File: config.mk
export PLATFORM = sky130hd
export DESIGN_NAME = psgr_ctrl
export DESIGN_NICKNAME = d
export VERILOG_FILES = /design/src/rtl/point_splat_gray_renderer_unit_assert.svh /design/src/rtl/psgr_pkg.sv /design/src/rtl/psgr_ctrl.sv
export SDC_FILE = /design/constraint.sdc
export NUM_CORES = 1
export LEC_CHECK = 0
export ABC_AREA = 1
export CORE_ASPECT_RATIO = 0.8
export CORE_MARGIN = 4
export CORE_UTILIZATION = 38
export CTS_CLUSTER_SIZE = 8
export DETAILED_ROUTE_END_ITERATION = 8
export DONT_BUFFER_PORTS = 1
export RECOVER_POWER = 100
export SETUP_SLACK_MARGIN = 0.1
export SLEW_MARGIN = 20
export SYNTH_ARGS = -nofsm -noshare
export SYNTH_HDL_FRONTEND = slang
export SYNTH_SLANG_ARGS = --single-unit
export TNS_END_PERCENT = 20
File: constraint.sdc
create_clock -name clk_i -period 2.3 [get_ports clk_i]
set_input_delay 0.46 -clock clk_i [delete_from_list [all_inputs] [get_ports clk_i]]
set_output_delay 0.46 -clock clk_i [all_outputs]
set_load 0.02 [all_outputs]
File: src/rtl/point_splat_gray_renderer_unit_assert.svh
// Assertion macros shared by the renderer RTL.
`ifndef POINT_SPLAT_GRAY_RENDERER_UNIT_ASSERT_SVH
`define POINT_SPLAT_GRAY_RENDERER_UNIT_ASSERT_SVH

// Same-cycle implication, disabled while reset is low.
`define PSGR_ASSERT_NOW(label, clk, rstn, ante, cons, msg) \
  label: assert property (@(posedge clk) disable iff (!rstn) (ante) |-> (cons)) \
    else $error(msg);

// Next-cycle implication, disabled while reset is low.
`define PSGR_ASSERT_NEXT(label, clk, rstn, ante, cons, msg) \
  label: assert property (@(posedge clk) disable iff (!rstn) (ante) |=> (cons)) \
    else $error(msg);

`endif

File: src/rtl/psgr_pkg.sv
// Types, constants and the exponential table of the point-splat renderer.
package psgr_pkg;

  // Fixed sizes
  localparam int DEF_MAX_WIDTH  = 256;
  localparam int DEF_MAX_HEIGHT = 256;
  localparam int EXP_DEPTH      = 256;
  localparam int IDX_W          = $clog2(EXP_DEPTH);
  localparam int MAX_HALF_WIN   = 16;
  localparam int HW_MAX         = MAX_HALF_WIN * 256;
  localparam int HW_W           = $clog2(HW_MAX + 1);
  localparam int WT_W           = 28;
  localparam int E_W            = 17;
  localparam int PROD_W         = WT_W + E_W;
  localparam int DEN_W          = 51;
  localparam int DIV_W          = 52;
  localparam int D2_W           = 44;
  localparam logic [18:0] TWO_PI_Q16 = 19'd411775;

  // Item kinds
  localparam logic [1:0] MODE_DEPOSIT = 2'd0;
  localparam logic [1:0] MODE_READ    = 2'd1;
  localparam logic [1:0] MODE_WRITE   = 2'd2;

  // Result status codes
  localparam logic [1:0] ST_DEPOSITED = 2'd0;
  localparam logic [1:0] ST_DROPPED   = 2'd1;
  localparam logic [1:0] ST_READ      = 2'd2;
  localparam logic [1:0] ST_WRITE     = 2'd3;

  // Register indexes
  localparam logic [2:0] CFG_WIDTH     = 3'd0;
  localparam logic [2:0] CFG_HEIGHT    = 3'd1;
  localparam logic [2:0] CFG_ALPHA     = 3'd2;
  localparam logic [2:0] CFG_BLUR      = 3'd3;
  localparam logic [2:0] CFG_INTENSITY = 3'd4;
  localparam logic [2:0] CFG_MIN_SIGMA = 3'd5;
  localparam logic [2:0] CFG_SCALE     = 3'd6;

  // Source of the deposit value
  typedef enum logic [1:0] {V_WT, V_SAT, V_QUOT} vsrc_e;

  // Commands from the controller
  typedef struct packed {
    logic       load_item;
    logic       setup_a;
    logic       setup_b;
    logic       setup_c;
    logic       start_pix;
    logic       v_load;
    vsrc_e      v_src;
    logic       delta;
    logic       square;
    logic       sum;
    logic       div_idx;
    logic       div_val;
    logic       e_load;
    logic       e_zero;
    logic       mul;
    logic       mem_rd_item;
    logic       mem_rd_pix;
    logic       mem_wr_item;
    logic       mem_wr_pix;
    logic       mem_clr;
    logic       blend_a;
    logic       blend_b;
    logic       advance;
    logic       out_load;
    logic [1:0] res;
  } psgr_cmd_t;

  // Status back to the controller
  typedef struct packed {
    logic [1:0] mode;
    logic       rng_ok;
    logic       blur;
    logic       empty;
    logic       idx_ovf;
    logic       val_sat;
    logic       div_busy;
    logic       last_pix;
    logic       clr_last;
  } psgr_stat_t;

  // Packed exp table, entry i = exp(-8i/EXP_DEPTH) in Q1.16
  typedef logic [EXP_DEPTH-1:0][E_W-1:0] exp_tab_t;

  function automatic exp_tab_t build_exp_tab();
    exp_tab_t    tab;
    logic [63:0] t;
    logic [63:0] s;
    logic [63:0] term;
    for (int i = 0; i < EXP_DEPTH; i++) begin
      t    = (64'(i) << 30) / 64'(EXP_DEPTH);
      s    = 64'd1 << 31;
      term = 64'd1 << 31;
      for (int k = 1; k <= 12; k++) begin
        term = ((term * t) >> 31) / 64'(k);
        if ((k & 1) != 0) s = s - term;
        else s = s + term;
      end
      for (int q = 0; q < 4; q++) s = (s * s) >> 31;
      tab[i] = E_W'((s + 64'd16384) >> 15);
    end
    return tab;
  endfunction

  localparam exp_tab_t EXP_TAB = build_exp_tab();

  // Signed divide by 256, rounding toward zero
  function automatic logic signed [13:0] trunc256(input logic signed [21:0] v);
    logic signed [21:0] b;
    b = v + (v[21] ? 22'sd255 : 22'sd0);
    return b[21:8];
  endfunction

endpackage

File: src/rtl/psgr_ctrl.sv
// Controller state machine sequencing one item at a time.
module psgr_ctrl
  import psgr_pkg::*;
(
  input  logic       clk_i,
  input  logic       rst_ni,
  input  logic       in_valid_i,
  output logic       in_ready_o,
  input  logic       out_ready_i,
  output logic       out_valid_o,
  input  psgr_stat_t stat_i,
  output psgr_cmd_t  cmd_o
);

  localparam logic [4:0] S_CLEAR   = 5'd0;
  localparam logic [4:0] S_IDLE    = 5'd1;
  localparam logic [4:0] S_DECODE  = 5'd2;
  localparam logic [4:0] S_SETUP_A = 5'd3;
  localparam logic [4:0] S_SETUP_B = 5'd4;
  localparam logic [4:0] S_SETUP_C = 5'd5;
  localparam logic [4:0] S_START   = 5'd6;
  localparam logic [4:0] S_ADDR    = 5'd7;
  localparam logic [4:0] S_DELTA   = 5'd8;
  localparam logic [4:0] S_SQUARE  = 5'd9;
  localparam logic [4:0] S_SUM     = 5'd10;
  localparam logic [4:0] S_IDX_CHK = 5'd11;
  localparam logic [4:0] S_DIV_I   = 5'd12;
  localparam logic [4:0] S_MUL     = 5'd13;
  localparam logic [4:0] S_VAL_CHK = 5'd14;
  localparam logic [4:0] S_DIV_V   = 5'd15;
  localparam logic [4:0] S_RD      = 5'd16;
  localparam logic [4:0] S_BL_A    = 5'd17;
  localparam logic [4:0] S_BL_B    = 5'd18;
  localparam logic [4:0] S_WR      = 5'd19;
  localparam logic [4:0] S_RESP    = 5'd20;

  logic [4:0] state_q, state_d;
  logic [1:0] res_q, res_d;
  logic       out_valid_q, out_valid_d;

  // Next state and commands
  always_comb begin
    state_d     = state_q;
    res_d       = res_q;
    cmd_o       = '0;
    cmd_o.v_src = V_WT;
    cmd_o.res   = res_q;
    unique case (state_q)
      S_CLEAR: begin
        cmd_o.mem_clr = 1'b1;
        if (stat_i.clr_last) state_d = S_IDLE;
      end
      S_IDLE: begin
        if (in_valid_i) begin
          cmd_o.load_item = 1'b1;
          state_d         = S_DECODE;
        end
      end
      S_DECODE: begin
        unique case (stat_i.mode)
          MODE_DEPOSIT: state_d = S_SETUP_A;
          MODE_READ: begin
            cmd_o.mem_rd_item = stat_i.rng_ok;
            res_d             = ST_READ;
            state_d           = S_RESP;
          end
          MODE_WRITE: begin
            cmd_o.mem_wr_item = stat_i.rng_ok;
            res_d             = ST_WRITE;
            state_d           = S_RESP;
          end
          default: begin
            res_d   = ST_DROPPED;
            state_d = S_RESP;
          end
        endcase
      end
      S_SETUP_A: begin
        cmd_o.setup_a = 1'b1;
        state_d       = S_SETUP_B;
      end
      S_SETUP_B: begin
        cmd_o.setup_b = 1'b1;
        state_d       = S_SETUP_C;
      end
      S_SETUP_C: begin
        cmd_o.setup_c = 1'b1;
        state_d       = S_START;
      end
      S_START: begin
        if (stat_i.empty) begin
          res_d   = ST_DROPPED;
          state_d = S_RESP;
        end else begin
          cmd_o.start_pix = 1'b1;
          res_d           = ST_DEPOSITED;
          state_d         = stat_i.blur ? S_DELTA : S_ADDR;
        end
      end
      S_ADDR: begin
        cmd_o.v_load = 1'b1;
        cmd_o.v_src  = V_WT;
        state_d      = S_RD;
      end
      S_DELTA: begin
        cmd_o.delta = 1'b1;
        state_d     = S_SQUARE;
      end
      S_SQUARE: begin
        cmd_o.square = 1'b1;
        state_d      = S_SUM;
      end
      S_SUM: begin
        cmd_o.sum = 1'b1;
        state_d   = S_IDX_CHK;
      end
      S_IDX_CHK: begin
        if (stat_i.idx_ovf) begin
          cmd_o.e_load = 1'b1;
          cmd_o.e_zero = 1'b1;
          state_d      = S_MUL;
        end else begin
          cmd_o.div_idx = 1'b1;
          state_d       = S_DIV_I;
        end
      end
      S_DIV_I: begin
        if (!stat_i.div_busy) begin
          cmd_o.e_load = 1'b1;
          state_d      = S_MUL;
        end
      end
      S_MUL: begin
        cmd_o.mul = 1'b1;
        state_d   = S_VAL_CHK;
      end
      S_VAL_CHK: begin
        if (stat_i.val_sat) begin
          cmd_o.v_load = 1'b1;
          cmd_o.v_src  = V_SAT;
          state_d      = S_RD;
        end else begin
          cmd_o.div_val = 1'b1;
          state_d       = S_DIV_V;
        end
      end
      S_DIV_V: begin
        if (!stat_i.div_busy) begin
          cmd_o.v_load = 1'b1;
          cmd_o.v_src  = V_QUOT;
          state_d      = S_RD;
        end
      end
      S_RD: begin
        cmd_o.mem_rd_pix = 1'b1;
        state_d          = S_BL_A;
      end
      S_BL_A: begin
        cmd_o.blend_a = 1'b1;
        state_d       = S_BL_B;
      end
      S_BL_B: begin
        cmd_o.blend_b = 1'b1;
        state_d       = S_WR;
      end
      S_WR: begin
        cmd_o.mem_wr_pix = 1'b1;
        cmd_o.advance    = 1'b1;
        state_d          = (!stat_i.blur || stat_i.last_pix) ? S_RESP : S_DELTA;
      end
      S_RESP: begin
        if (!out_valid_q || out_ready_i) begin
          cmd_o.out_load = 1'b1;
          state_d        = S_IDLE;
        end
      end
      default: state_d = S_IDLE;
    endcase
  end

  // Output valid flag
  always_comb begin
    if (cmd_o.out_load) out_valid_d = 1'b1;
    else if (out_ready_i) out_valid_d = 1'b0;
    else out_valid_d = out_valid_q;
  end

  always_ff @(posedge clk_i or negedge rst_ni) begin
    if (!rst_ni) begin
      state_q     <= S_CLEAR;
      res_q       <= ST_DEPOSITED;
      out_valid_q <= 1'b0;
    end else begin
      state_q     <= state_d;
      res_q       <= res_d;
      out_valid_q <= out_valid_d;
    end
  end

  assign in_ready_o  = (state_q == S_IDLE);
  assign out_valid_o = out_valid_q;

endmodule

* Yosys cells after proc, flatten, opt, wreduce, memory -nomap -nowiden
Cells that the tools add are included.
** Word-level totals
- Output and inout bits :: 29
- Input port bits :: 14
- Register bits after elaboration :: 8
** Cells by class
- Equal/unequal tests :: 28
- Reductions and logical operators :: 10
- Muxes and demuxes :: 50
** Operators by type and width (count)
- $pmux 5 s21 :: 1
- $mux 5 :: 9
- $eq 5x4->1 const B :: 8
- $mux 1 :: 32
- $eq 5x5->1 const B :: 5
- $eq 5x3->1 const B :: 4
- $ne 2x2->1 const B :: 6
- $eq 5x2->1 const B :: 2
- $pmux 3 s3 :: 1
- $mux 3 :: 2
- $pmux 2 s3 :: 1
- $eq 5x1->1 const B :: 1
- $logic_not 5->1 :: 1
- $reduce_and 5->1 :: 1
- $mux 4 :: 1
- $pmux 2 s2 :: 1
- $reduce_bool 2->1 :: 2
- $eq 2x1->1 const B :: 1
- $eq 2x2->1 const B :: 1
- $logic_not 1->1 :: 2
- $logic_not 2->1 :: 1
- $logic_or 1x1->1 :: 2
- $mux 2 :: 1
- $pmux 1 s2 :: 1
- $reduce_and 2->1 :: 1

* Longest topological paths before layout
- Depth after elaboration :: 5
- Mapped depth :: 10
- Gate-level depth less buffers :: 10

* Least setup slack after synthesis
OpenSTA, ideal clock, no wires.
- Path kind :: register to output
- From :: reg state_q[0]
- To :: out cmd_o[21] (netlist name)
- Setup slack :: 0.332 ns
- Data arrival time :: 1.508 ns
- Required time :: 1.840 ns
- Stages on the path, launching flop included :: 5
- Path through :: dfrtp_1 inv_1 nand2_1 nor3_1 or3b_1
** RTL lines
- start: declaration :: line psgr_ctrl.sv:37 : logic [4:0] state_q, state_d;
- start signal: assignment :: line psgr_ctrl.sv:194 : state_q <= state_d;
- end: declaration :: line psgr_ctrl.sv:12 : output psgr_cmd_t cmd_o

==> impl_metrics.ini <==
[synthesis]
synth_top_area_cell = dfrtp_1
ys_ff_latch = 8
synth_top_area_share_pct = 20.9
ys.flop_type = dfrtp_1
avgSynthCellArea_um2 = 5.71
synth_nets = 185
synthArstFlopShare_pct = 100
yosysUniqueCellTypes = 23
synthesis.area_um2 = 960
netlist_top_cells_area = dfrtp_1 (21%), nand2_1 (16%), nor2_1 (15%)
synth_edf_count = 0
syn_inst = 168
seq_area_frac_synth_pct = 20.9
yosysWarnings = 0

[pwr]
sequentialPowerShare_pct = 25.4
power_density_nw_per_um2 = 1190
share_comb_of_total_power_pct = 66.0
p_sw_share_pct = 60.4
p_leak_nw = 0.617
clkPwrFrac_pct = 8.6
p_switching_uw = 745
vdd_drop_max_uv = 593
p_total_mw = 1.23
p_int_uw = 488

[die]
die_x_um = 64.2
die_h_um = 53.0
core_um2 = 2270
start_util_pct = 42.3
rows = 15
fp.dieArea_um2 = 3400
io_pins = 43

[flow_run]
maxCapViolCount = 0

[placed_design]
hpwl_mm = 2.28
dp_worst_setup_slack_ns = 0.398
place_congestion = 0.927
port_buffers = 0

[outcome]
status = finished, final reports clean

[critical_path]
crit_fanout = 14
crit_family = simple AND/OR/NAND/NOR gates
critPathArrivalTime_ns = 1.70
cp-start-kind = flip-flop
rr_startpoint = state_q[1]
critPathCaptureType = output pin
crit_start = state_q[4]
path_cells = inv_2 > nand3_2 > inv_1 > nand2_1 > nor2_1 > or3b_1
max_stage_delay_ns = 0.46
cp.required_ns = 1.84
cp_slowest_cell = or3b_1
critical_path_buf_inv_count = 2
crit_type = flip-flop to output pin

[global_route]
grt_overflow = 0
track_usage_pct = 16.6
grt_max_degree = 15
grt_first_pass_wirelength_mm = 4.45
antenna_found_initial = 0
grt_pass1_vias = 959

[sta]
fin_ws_ns = 0.138
rsz0062_at_grt = true
hold_violations = 0
finalCritPeriodShare_pct = 94.0
holdWs_ns = 0.309
finClkSkew_ns = 0.00326
max_freq_mhz = 463
slew_headroom_pct = 67.4
min_period_ns = 2.16
totalNegativeSetupSlack_ns = 0
finalMaxSlewViolations = 0
setup_viol = 0
tightest_slew_ns = 0.487

[clock_network]
cts_buffers = 3
path_clk_slew_ns = 0.05
htreeDepth = 1
tritoncts = yes
cts_max_path_buffers = 2
clockRootBuffer = clkbuf_4
clk_latency_ns = 0.25
cts.sinks = 8

[routing]
dr.pass1.iters = 4
wl_per_cell_um = 13.0
via_per_inst = 5.06
vias = 1057
drcViolationCount = 0
totalWireLength_mm = 2.72
drtIter0Drc = 117
ant_nets = 0

[worst_hold_path]
hp-start = out_ready_i
min_path_type = primary input to flip-flop

[final_layout]
final_common_cell = nand2_1
area_delta_synth_final_pct = 7.56
n_antenna_cell = 0
nets = 194
drive_gt1_share_pct = 10.9
mostFrequentLayoutCells = nand2_1 (42), nor2_1 (37), inv_1 (25), nand3_1 (19), dfrtp_1 (8)
==> logic make-up after synthesis <==
| kind of cell | share of synthesized area, % |
|---|---|
| AND/OR/NAND/NOR | 54.1 |
| buffers and inverters | 13.7 |
| flip-flops | 20.9 |
| AO/OA/AOI/OAI | 7.43 |
| adder cells (fa/ha/maj) | 3.91 |
==> state kept, by name, summed over array words and instances (netlist names) <==
register,flops
out_valid_o,1
res_q,2
state_q,5
==> power groups by stage <==
stage	logic [mW]	clock network, mW	registers (mW)
2_1_floorplan	0.666	0	0.287
3_3_place_gp	0.822	0	0.304
3_5_place_dp	0.819	0	0.311
4_1_cts	0.827	0.108	0.308
5_1_grt	0.926	0.119	0.323
6_report	0.813	0.107	0.313
==> per-stage QoR <==
step                      cell area [um^2]  util [%]  std cells
final                                 1030      45.5        209
after global routing                  1030      45.5        209
after CTS                             1060      46.6        209
after detailed placement              1020      45.1        205
after global placement                1020      45.1        205
after floorplan                        960         -        168
==> synthesized netlist by cell type, types with 2 or more instances <==
| cell type | number |
|---|---|
| nand2_1 | 41 |
| nand4_1 | 3 |
| nand3_2 | 2 |
| nor2_1 | 38 |
| inv_2 | 7 |
| nand2_2 | 2 |
| nand3_1 | 18 |
| a21oi_1 | 2 |
| ha_1 | 3 |
| inv_1 | 22 |
| nor2_2 | 3 |
| buf_4 | 3 |
| nor3_1 | 3 |
| dfrtp_1 | 8 |
| o21ai_0 | 5 |
==> final cells by class <==
type / instances / area [um^2]
clock buffers: 3 / 22.5
multi-input cells: 128 / 617
fillers: 259 / 1240
repair buffers: 7 / 41.3
well taps: 34 / 42.5
inverters: 29 / 109
flip-flops and latches: 8 / 200
==> repair_timing <==
| item | CTS | global route |
|---|---|---|
| gates resized for setup | 0 | 4 |
| endpoints found under the setup margin | 0 | 6 |
| hold buffers | 1 | 0 |
| hold endpoints to repair | 8 | 0 |
| buffers inserted | 0 | 0 |
==> per-layer routing <==
layer / track usage [%] / part of all wire (%)
met1: 21.8 / 45
met2: 25.9 / 45
met3: 5.73 / 9.9
met4: 4.21 / 0
met5: 0 / 0
==> final timing paths <==
kind,end,slack [ns],cells past startpoint
max in group asynchronous,state_q[4],1.50,1
worst max-delay path,cmd_o[21],0.14,6
worst max register to register,state_q[0],0.48,8
worst min-delay path,out_valid_o,0.31,1
worst min register to register,state_q[0],0.66,2
min in group asynchronous,state_q[0],0.55,1
Power figures use the tool's default switching activity.
